$ cat src/design/ehp_pkg.sv
// Package: phases, flag bits and limits of the header parser
`default_nettype none
package ehp_pkg;
   localparam int unsigned MaxVlanTags   = 4;
   localparam int unsigned MaxExtHeaders = 8;
   localparam logic [15:0] FrameLenMax   = 16'hFFFF;

   localparam logic [15:0] TypeVlan = 16'h8100;
   localparam logic [15:0] TypeQinq = 16'h88A8;
   localparam logic [15:0] TypeIp4  = 16'h0800;
   localparam logic [15:0] TypeIp6  = 16'h86DD;

   localparam logic [7:0] ProtoHop   = 8'd0;
   localparam logic [7:0] ProtoIcmp  = 8'd1;
   localparam logic [7:0] ProtoTcp   = 8'd6;
   localparam logic [7:0] ProtoUdp   = 8'd17;
   localparam logic [7:0] ProtoRoute = 8'd43;
   localparam logic [7:0] ProtoFrag  = 8'd44;
   localparam logic [7:0] ProtoEsp   = 8'd50;
   localparam logic [7:0] ProtoAh    = 8'd51;
   localparam logic [7:0] ProtoIcmp6 = 8'd58;
   localparam logic [7:0] ProtoDest  = 8'd60;

   typedef enum logic [3:0] {
      PH_ETH, PH_VLAN, PH_IP4, PH_IP6, PH_EXT, PH_ESP, PH_TCP, PH_UDP, PH_IDLE
   } phase_type;

   typedef struct packed {
      logic [15:0] ether_kind;
      logic [3:0]  parse_flags;
      logic [7:0]  proto_number;
      logic [7:0]  hop_count;
      logic [63:0] source_high;
      logic [63:0] source_low;
      logic [63:0] dest_high;
      logic [63:0] dest_low;
      logic [31:0] port_pair;
      logic [63:0] sequence_and_ack;
      logic [23:0] window_and_flags;
      logic [31:0] payload_span;
   } record_type;
endpackage
`default_nettype wire

$ cat src/design/ehp_if.sv
// Valid/ready channel interfaces for bytes and header records
`default_nettype none
interface ehp_byte_if;
   logic       valid;
   logic       ready;
   logic [7:0] frame_byte;
   logic       last_byte;
   modport source (output valid, frame_byte, last_byte, input ready);
   modport sink (input valid, frame_byte, last_byte, output ready);
endinterface

interface ehp_rec_if;
   import ehp_pkg::*;
   logic       valid;
   logic       ready;
   record_type rec;
   modport source (output valid, rec, input ready);
   modport sink (input valid, rec, output ready);
endinterface
`default_nettype wire

$ cat src/design/ehp_core.sv
// Per-byte header parse state and record assembly
`default_nettype none
module ehp_core (
   input  wire logic               clock,
   input  wire logic               reset,
   input  wire logic               take,
   input  wire logic [7:0]         b,
   input  wire logic               last,
   output ehp_pkg::record_type     rec
);
   import ehp_pkg::*;

   logic [15:0] pos_ff, pos_in, start_ff, start_in, len_ff, len_in, type_ff, type_in;
   logic [2:0]  tags_ff, tags_in;
   logic [3:0]  exts_ff, exts_in;
   phase_type   ph_ff, ph_in;
   logic [63:0] aw_ff [4];
   logic [63:0] aw_in [4];
   logic [63:0] tw0_ff, tw0_in, tw1_ff, tw1_in;
   logic [31:0] ports_ff, ports_in;
   logic [15:0] off_ff, off_in;
   logic        f6_ff, f6_in, fenc_ff, fenc_in, fnet_ff, fnet_in, fpt_ff, fpt_in;
   logic        feth_ff, feth_in, fpay_ff, fpay_in;
   logic [7:0]  proto_ff, proto_in, hops_ff, hops_in, enext_ff, enext_in;

   logic [15:0] rel, nxt, total;
   logic [16:0] hl8;
   logic        ext, inc;

   always_comb begin
      pos_in = pos_ff; start_in = start_ff; len_in = len_ff; type_in = type_ff;
      tags_in = tags_ff; exts_in = exts_ff; ph_in = ph_ff;
      for (int i = 0; i < 4; i++) aw_in[i] = aw_ff[i];
      tw0_in = tw0_ff; tw1_in = tw1_ff; ports_in = ports_ff; off_in = off_ff;
      f6_in = f6_ff; fenc_in = fenc_ff; fnet_in = fnet_ff; fpt_in = fpt_ff;
      feth_in = feth_ff; fpay_in = fpay_ff;
      proto_in = proto_ff; hops_in = hops_ff; enext_in = enext_ff;
      rel = pos_ff - start_ff;
      nxt = pos_ff + 16'd1;
      hl8 = ({9'd0, b} + 17'd1) << 3;
      ext = 1'b0;
      inc = pos_ff != FrameLenMax;
      if (inc) begin
         pos_in = nxt;
         unique case (ph_ff)
            PH_ETH: begin
               if (rel == 16'd12 || rel == 16'd13) type_in = {type_ff[7:0], b};
            end
            PH_VLAN: begin
               if (rel == 16'd2) len_in = {8'd0, b};
               if (rel == 16'd3) begin
                  type_in = {len_ff[7:0], b};
                  tags_in = tags_ff + 3'd1;
               end
            end
            PH_IP4: begin
               if (rel == 16'd0) len_in = {10'd0, b[3:0], 2'b00};
               if (rel == 16'd0 && (b[7:4] != 4'd4 || b[3:0] < 4'd5)) ph_in = PH_IDLE;
               else begin
                  if (rel == 16'd8) hops_in = b;
                  if (rel == 16'd9) proto_in = b;
                  if (rel >= 16'd12 && rel <= 16'd15) aw_in[1] = {aw_ff[1][55:0], b};
                  if (rel >= 16'd16 && rel <= 16'd19) aw_in[3] = {aw_ff[3][55:0], b};
                  if (rel >= 16'd19 && rel + 16'd1 == len_ff) begin
                     fnet_in = 1'b1;
                     start_in = nxt; len_in = '0; ph_in = PH_IDLE;
                     if (proto_ff == ProtoTcp) ph_in = PH_TCP;
                     else if (proto_ff == ProtoUdp) ph_in = PH_UDP;
                     else if (proto_ff == ProtoIcmp || proto_ff == ProtoIcmp6) begin
                        off_in = nxt; fpay_in = 1'b1;
                     end
                  end
               end
            end
            PH_IP6: begin
               if (rel == 16'd6) proto_in = b;
               if (rel == 16'd7) hops_in = b;
               if (rel >= 16'd8 && rel <= 16'd39)
                  aw_in[rel[4:3] - 2'd1] = {aw_ff[rel[4:3] - 2'd1][55:0], b};
               if (rel == 16'd39) begin
                  fnet_in = 1'b1; f6_in = 1'b1; ext = 1'b1;
               end
            end
            PH_EXT: begin
               if (rel == 16'd0) enext_in = b;
               if (rel == 16'd1 && proto_ff != ProtoFrag) len_in = hl8[15:0];
               if (rel >= 16'd1 && rel + 16'd1 == len_in) begin
                  proto_in = enext_ff;
                  exts_in = exts_ff + 4'd1;
                  ext = 1'b1;
               end
            end
            PH_ESP: begin
               if (rel == 16'd1) begin
                  fenc_in = 1'b1; ph_in = PH_IDLE;
               end
            end
            PH_TCP: begin
               if (rel <= 16'd3) ports_in = {ports_ff[23:0], b};
               if (rel >= 16'd4 && rel <= 16'd11) tw0_in = {tw0_ff[55:0], b};
               if (rel == 16'd12) len_in = {10'd0, b[7:4], 2'b00};
               if (rel == 16'd12 && b[7:4] < 4'd5) ph_in = PH_IDLE;
               else begin
                  if (rel == 16'd13) tw1_in[7:0] = tw1_ff[7:0] | b;
                  if (rel == 16'd14) tw1_in[23:16] = tw1_ff[23:16] | b;
                  if (rel == 16'd15) tw1_in[15:8] = tw1_ff[15:8] | b;
                  if (rel >= 16'd19 && rel + 16'd1 == len_ff) begin
                     fpt_in = 1'b1; fpay_in = 1'b1;
                     off_in = start_ff + len_ff; ph_in = PH_IDLE;
                  end
               end
            end
            PH_UDP: begin
               if (rel <= 16'd3) ports_in = {ports_ff[23:0], b};
               if (rel == 16'd7) begin
                  fpt_in = 1'b1; fpay_in = 1'b1;
                  off_in = start_ff + 16'd8; ph_in = PH_IDLE;
               end
            end
            default: ;
         endcase
         // dispatch on the ethertype just completed
         if ((ph_ff == PH_ETH && rel == 16'd13) || (ph_ff == PH_VLAN && rel == 16'd3)) begin
            if (ph_ff == PH_ETH) feth_in = 1'b1;
            start_in = nxt;
            if ((type_in == TypeVlan || type_in == TypeQinq) &&
                {1'b0, tags_in} < 4'(MaxVlanTags)) ph_in = PH_VLAN;
            else if (type_in == TypeIp4) ph_in = PH_IP4;
            else if (type_in == TypeIp6) ph_in = PH_IP6;
            else ph_in = PH_IDLE;
         end
         // walk the IPv6 extension chain
         if (ext) begin
            start_in = nxt;
            if (proto_in == ProtoHop || proto_in == ProtoRoute ||
                proto_in == ProtoDest || proto_in == ProtoFrag) begin
               ph_in = ({1'b0, exts_in} < 5'(MaxExtHeaders)) ? PH_EXT : PH_IDLE;
               len_in = 16'd8;
            end else if (proto_in == ProtoEsp || proto_in == ProtoAh) ph_in = PH_ESP;
            else begin
               len_in = '0; ph_in = PH_IDLE;
               if (proto_in == ProtoTcp) ph_in = PH_TCP;
               else if (proto_in == ProtoUdp) ph_in = PH_UDP;
               else if (proto_in == ProtoIcmp || proto_in == ProtoIcmp6) begin
                  off_in = nxt; fpay_in = 1'b1;
               end
            end
         end
      end
      total = pos_in;
      rec = '0;
      if (feth_in) rec.ether_kind = type_in;
      rec.parse_flags = {fpt_in, fnet_in, fenc_in, f6_in};
      if (fnet_in) begin
         rec.proto_number = proto_in; rec.hop_count = hops_in;
         rec.source_high = aw_in[0]; rec.source_low = aw_in[1];
         rec.dest_high = aw_in[2]; rec.dest_low = aw_in[3];
      end
      if (fpt_in) begin
         rec.port_pair = ports_in; rec.sequence_and_ack = tw0_in;
         rec.window_and_flags = tw1_in[23:0];
      end
      if (fpay_in)
         rec.payload_span = {off_in, (total >= off_in) ? total - off_in : 16'd0};
   end

   always_ff @(posedge clock) begin
      if (reset || (take && last)) begin
         pos_ff <= '0; start_ff <= '0; len_ff <= '0; type_ff <= '0;
         tags_ff <= '0; exts_ff <= '0; ph_ff <= PH_ETH;
         for (int i = 0; i < 4; i++) aw_ff[i] <= '0;
         tw0_ff <= '0; tw1_ff <= '0; ports_ff <= '0; off_ff <= '0;
         f6_ff <= 1'b0; fenc_ff <= 1'b0; fnet_ff <= 1'b0; fpt_ff <= 1'b0;
         feth_ff <= 1'b0; fpay_ff <= 1'b0;
         proto_ff <= '0; hops_ff <= '0; enext_ff <= '0;
      end else if (take) begin
         pos_ff <= pos_in; start_ff <= start_in; len_ff <= len_in; type_ff <= type_in;
         tags_ff <= tags_in; exts_ff <= exts_in; ph_ff <= ph_in;
         for (int i = 0; i < 4; i++) aw_ff[i] <= aw_in[i];
         tw0_ff <= tw0_in; tw1_ff <= tw1_in; ports_ff <= ports_in; off_ff <= off_in;
         f6_ff <= f6_in; fenc_ff <= fenc_in; fnet_ff <= fnet_in; fpt_ff <= fpt_in;
         feth_ff <= feth_in; fpay_ff <= fpay_in;
         proto_ff <= proto_in; hops_ff <= hops_in; enext_ff <= enext_in;
      end
   end
endmodule
`default_nettype wire

$ cat src/design/ethernet_ip_l4_header_parser_top.sv
// Top level of the streaming Ethernet/IP/L4 header parser
// Usage:
//   req: one frame byte per item, frame_byte in wire order, last_byte on the
//   final byte. rsp: one header record per frame, raised the cycle after the
//   last byte is accepted.
//   Throughput is one byte per cycle while the output register has room or the
//   byte is not last; the parse state is updated by one level of logic per
//   byte, and the record is built from that same next state.
//   A single output register holds the record; while it is full and not taken
//   the block still accepts non-last bytes, and accepts a last byte once the
//   register is empty or being drained in the same cycle.
//   Synchronous reset empties the output register and returns the parse state
//   to the start of a frame. Bytes beyond 65535 are ignored, but last_byte
//   still closes the frame.
`default_nettype none
module ethernet_ip_l4_header_parser_top (
   input wire logic  clock,
   input wire logic  reset,
   ehp_byte_if.sink  req,
   ehp_rec_if.source rsp
);
   import ehp_pkg::*;

   record_type rec, rec_ff;
   logic       valid_ff, take, room;

   assign room = !valid_ff || rsp.ready;
   assign req.ready = room || !req.last_byte;
   assign take = req.valid && req.ready;

   ehp_core u_core (
      .clock(clock), .reset(reset), .take(take),
      .b(req.frame_byte), .last(req.last_byte), .rec(rec)
   );

   always_ff @(posedge clock) begin
      if (reset) valid_ff <= 1'b0;
      else if (take && req.last_byte) valid_ff <= 1'b1;
      else if (rsp.ready) valid_ff <= 1'b0;
   end

   always_ff @(posedge clock) begin
      if (take && req.last_byte) rec_ff <= rec;
   end

   assign rsp.valid = valid_ff;
   assign rsp.rec   = rec_ff;
endmodule
`default_nettype wire

$ cat src/flat_wrapper.sv
// flat-port wrapper written by rule: the top's interface ports become plain ports
module ethernet_ip_l4_header_parser_top_flat import ehp_pkg::*;
  (clock, reset, req_valid, req_frame_byte, req_last_byte, req_ready, rsp_valid, rsp_rec, rsp_ready);
  ehp_byte_if req_i ();
  ehp_rec_if rsp_i ();
  input wire logic clock;
  input wire logic reset;
  input wire logic [$bits(req_i.valid)-1:0] req_valid;
  input wire logic [$bits(req_i.frame_byte)-1:0] req_frame_byte;
  input wire logic [$bits(req_i.last_byte)-1:0] req_last_byte;
  output wire logic [$bits(req_i.ready)-1:0] req_ready;
  output wire logic [$bits(rsp_i.valid)-1:0] rsp_valid;
  output wire logic [$bits(rsp_i.rec)-1:0] rsp_rec;
  input wire logic [$bits(rsp_i.ready)-1:0] rsp_ready;
  assign req_i.valid = req_valid;
  assign req_i.frame_byte = req_frame_byte;
  assign req_i.last_byte = req_last_byte;
  assign req_ready = req_i.ready;
  assign rsp_valid = rsp_i.valid;
  assign rsp_rec = rsp_i.rec;
  assign rsp_i.ready = rsp_ready;
  ethernet_ip_l4_header_parser_top u_core (.clock(clock), .reset(reset), .req(req_i), .rsp(rsp_i));
endmodule
$ cat config.mk
export PLATFORM = sky130hd
export DESIGN_NAME = ethernet_ip_l4_header_parser_top_flat
export DESIGN_NICKNAME = d
export VERILOG_FILES = /design/src/design/ehp_pkg.sv /design/src/design/ehp_if.sv /design/src/design/ehp_core.sv /design/src/design/ethernet_ip_l4_header_parser_top.sv /design/src/flat_wrapper.sv
export SDC_FILE = /design/constraint.sdc
export NUM_CORES = 2
export LEC_CHECK = 0
export BUFFER_PORTS_ARGS = -buffer_cell sky130_fd_sc_hd__buf_4
export CAP_MARGIN = 20
export CORE_MARGIN = 2
export CORE_UTILIZATION = 55
export DETAILED_ROUTE_END_ITERATION = 8
export PLACE_DENSITY_LB_ADDON = 0.05
export SYNTH_ARGS = -nofsm -noshare
export SYNTH_HDL_FRONTEND = slang
export SYNTH_HIERARCHICAL = 1
export SYNTH_SLANG_ARGS = --single-unit
export TNS_END_PERCENT = 10
$ cat constraint.sdc
create_clock -name clock -period 46.9 [get_ports clock]
set_input_delay 14.07 -clock clock [delete_from_list [all_inputs] [get_ports clock]]
set_output_delay 14.07 -clock clock [all_outputs]
set_load 0.05 [all_outputs]
==> results_dict.tcl <==
set metrics [dict create \
    synth-compound-area-share 0.138 \
    min_period_over_period 0.612 \
    cts_tree "yes" \
    tns_ps 0 \
    ant_nets 0 \
    start_kind "input pin" \
    path_buf_inv 2 \
    die_w_um 298 \
    synth_top_area_share 0.442 \
    grt_pass1_vias 36687 \
    power.leakage_nw 20.3 \
    min_path_type "flip-flop to flip-flop" \
    cts_buffer_depth 3 \
    grt_max_degree 165 \
    run_status "finished, final reports clean" \
    dpl.hpwl_um 99900 \
    yosys.area_share.adder 0.0173 \
    syn_area_um2 47600 \
    rsz0062_at_grt "false" \
    cp_top_family "buffers and inverters" \
    cts_max_level 3 \
    cp.depth 4 \
    cp.required_ps 32830 \
    grt-ovfl-total 0 \
    relSlewSlack 0.197 \
    layout-drive-gt1-share 0.169 \
    reg2reg_to "u_core/rsp.rec[5]$_DFFE_PP_" \
    ff2ff_path_depth 38 \
    ys_seq_area_frac 0.544 \
    final_cell_mix "nor2_1 (965), edfxtp_1 (700), nand2_1 (689), buf_4 (518), a21oi_1 (366)" \
    fin_cells 6270 \
    portBuffers 458 \
    crit_top_cell "buf_4" \
    place_inst 6078 \
    setup-violations-final 0 \
    synth_simple_gate_area_frac 0.169 \
    firstDrtPassIters 8 \
    routedWlPerCell_um 24.7 \
    die_h_um 298 \
    critPathLaunch "rsp_ready" \
    timing.final.crit_period_ps 28720 \
    cpPeakStageDelay_ps 190 \
    yosysWarnings 6 \
    ctsHoldBuffers 0 \
    synthTopCellsByArea "edfxtp_1 (44%), dfxtp_1 (10%), nor2_1 (7.6%), nand2_1 (5.5%), a21oi_1 (3.9%)" \
    yosys.cell_types.count 106 \
    hold_viol 0 \
    syn_area_per_cell_um2 9.98 \
    cap_violations 0 \
    rows 107 \
    path_clk_slew_ps 60 \
    syn_nets 4846 \
    worst-setup-path-type "input pin to primary output" \
    io_pins 459 \
    synthXorXnorAreaFrac 0.0171 \
    r2r-start "u_core/u_core/pos_ff[0]$_SDFFE_PP0P_" \
    grt_use_total 0.337 \
    cts_inserted_buffers 100 \
    final_common_cell "nor2_1" \
    yosysTopAreaCell "edfxtp_1" \
    fmax_mhz 34.8 \
    vdd_drop_max_v 0.0000285 \
    async_flop_share 0 \
    power_density_nw_per_um2 35.3 \
    holdPathStages 2 \
    synth-edff-count 700 \
    gp_congestion 0.946 \
    start_util 0.557 \
    die_area_um2 88900 \
    syn_inst 4769 \
    grt_pass1_wl_um 231000 \
    crit_path_max_fanout 3 \
    synth_top_family_by_area "simple AND/OR/NAND/NOR gates" \
    clock_skew_ps 26.3 \
    num_vias 39756 \
    antenna_found_initial 3 \
    arrival_ps 14650 \
    endpoint "req_ready" \
    fin_nets 5116 \
    worstSetupEndpointType "primary output" \
    cp_slowest_cell "nor2b_4" \
    ff2ff_setup_slack_ps 34680 \
    finalWirelength_um 155000 \
    clock-sinks 942 \
    tightestPinTransition_ps 1210 \
    drt-vias-per-instance 6.34 \
    drc 0 \
    path_cells "buf_4 -> nor2b_4 -> nand2_1 -> buf_4" \
    clockRootBuffer "clkbuf_16" \
    post_cts_resized 0 \
    drv_slew 0 \
    drt_iter0_drc 4740 \
    ys_ff_latch 942 \
    clkLatencyLatePin_ps 690 \
    synth_mux_area_frac 0.0797 \
    core_area_um2 85400 \
    post_cts_buffers 0 \
    ys.flop_type "edfxtp_1" \
    synthToLayoutAreaGrowth_pct 15.8 \
]
state kept, by name, summed over array words and instances (netlist names), 3 cells and up:
signal / flops
u_core/u_core/start_ff: 16
u_core/u_core/ph_ff: 4
u_core/u_core/tw0_ff: 64
u_core/u_core/type_ff: 16
u_core/u_core/enext_ff: 8
u_core/rsp.rec: 444
u_core/u_core/exts_ff: 4
u_core/u_core/len_ff: 16
u_core/u_core/proto_ff: 8
u_core/u_core/tags_ff: 3
u_core/u_core/pos_ff: 16
u_core/u_core/aw_ff: 256
u_core/u_core/tw1_ff: 24
u_core/u_core/hops_ff: 8
u_core/u_core/off_ff: 16
u_core/u_core/ports_ff: 32
cell type report:
| type | instances | area [um^2] |
|---|---|---|
| clock buffer | 140 | 2800 |
| clock inverter | 48 | 477 |
| inverter | 72 | 280 |
| timing repair buffer | 524 | 4030 |
| antenna | 1 | 2.50 |
| tap | 1144 | 1430 |
| sequential | 942 | 25900 |
| fill | 7006 | 30300 |
| multi-input combinational | 3399 | 20200 |
layer usage:
layer	part of all wire	vias to the layer above	global-route usage
li1	-	17815	-
met1	0.41	19333	0.487
met2	0.45	2284	0.506
met3	0.10	320	0.0613
met4	0.040	4	0.132
met5	0.00018	-	0
tightest hold or removal path, cell delays in order, from the launching register on:
cell	delay (ps)
dfxtp_1	310
nand2_1	50
a21oi_1	50
synthesized netlist by cell type, drive strengths merged (54+ instances only):
| cell | number |
|---|---|
| nor3 | 60 |
| o22ai | 122 |
| nor2 | 968 |
| nand2 | 698 |
| dfxtp | 242 |
| a21oi | 370 |
| mux2 | 63 |
| mux4 | 56 |
| o221ai | 125 |
| clkbuf | 290 |
| edfxtp | 700 |
| ha | 61 |
| xnor2 | 54 |
| buf | 66 |
| mux2i | 182 |
| o21ai | 93 |
| inv | 70 |
per-stage QoR:
stage          instance area [um^2]  setup slack [ps]  power, mW  hold slack [ps]  utilization
6_report                      55100             18180       1.95              454        0.645
5_1_grt                       55100             18150       2.00              468        0.645
4_1_cts                       55000             18180       1.95              455        0.644
3_5_place_dp                  51800             18190       1.16              447        0.606
3_3_place_gp                  51700             18200       1.16              440        0.606
2_1_floorplan                 47600             13120       1.11              432            -
cell families (layout without fill, tap and decap cells):
kind of cell / after synthesis / in the layout
multiplexers: 301 / 301
XOR/XNOR: 89 / 89
other: 0 / 1
AO/OA/AOI/OAI: 997 / 997
buffers and inverters: 428 / 784
AND/OR/NAND/NOR: 1948 / 1948
adder cells (fa/ha/maj): 64 / 64
flip-flops: 942 / 942
power breakdown:
| group | total (mW) | switching [mW] | internal, mW |
|---|---|---|---|
| Combinational | 0.209 | 0.147 | 0.0623 |
| Clock | 0.794 | 0.338 | 0.456 |
| Sequential | 0.942 | 0.0213 | 0.921 |
how the worst min path moves through the flow:
stage | from | to
6_report | u_core/u_core/tw0_ff[59]$_SDFFE_PP0P_ | u_core/u_core/tw0_ff[59]$_SDFFE_PP0P_
5_1_grt | u_core/u_core/tw0_ff[63]$_SDFFE_PP0P_ | u_core/u_core/tw0_ff[63]$_SDFFE_PP0P_
4_1_cts | u_core/u_core/tw0_ff[63]$_SDFFE_PP0P_ | u_core/u_core/tw0_ff[63]$_SDFFE_PP0P_
3_5_place_dp | u_core/u_core/tw0_ff[63]$_SDFFE_PP0P_ | u_core/u_core/tw0_ff[63]$_SDFFE_PP0P_
3_3_place_gp | u_core/u_core/enext_ff[0]$_SDFFE_PP0P_ | u_core/u_core/enext_ff[0]$_SDFFE_PP0P_
2_1_floorplan | u_core/u_core/enext_ff[1]$_SDFFE_PP0P_ | u_core/u_core/enext_ff[1]$_SDFFE_PP0P_
Note: power is estimated with default switching activity, not from simulation.
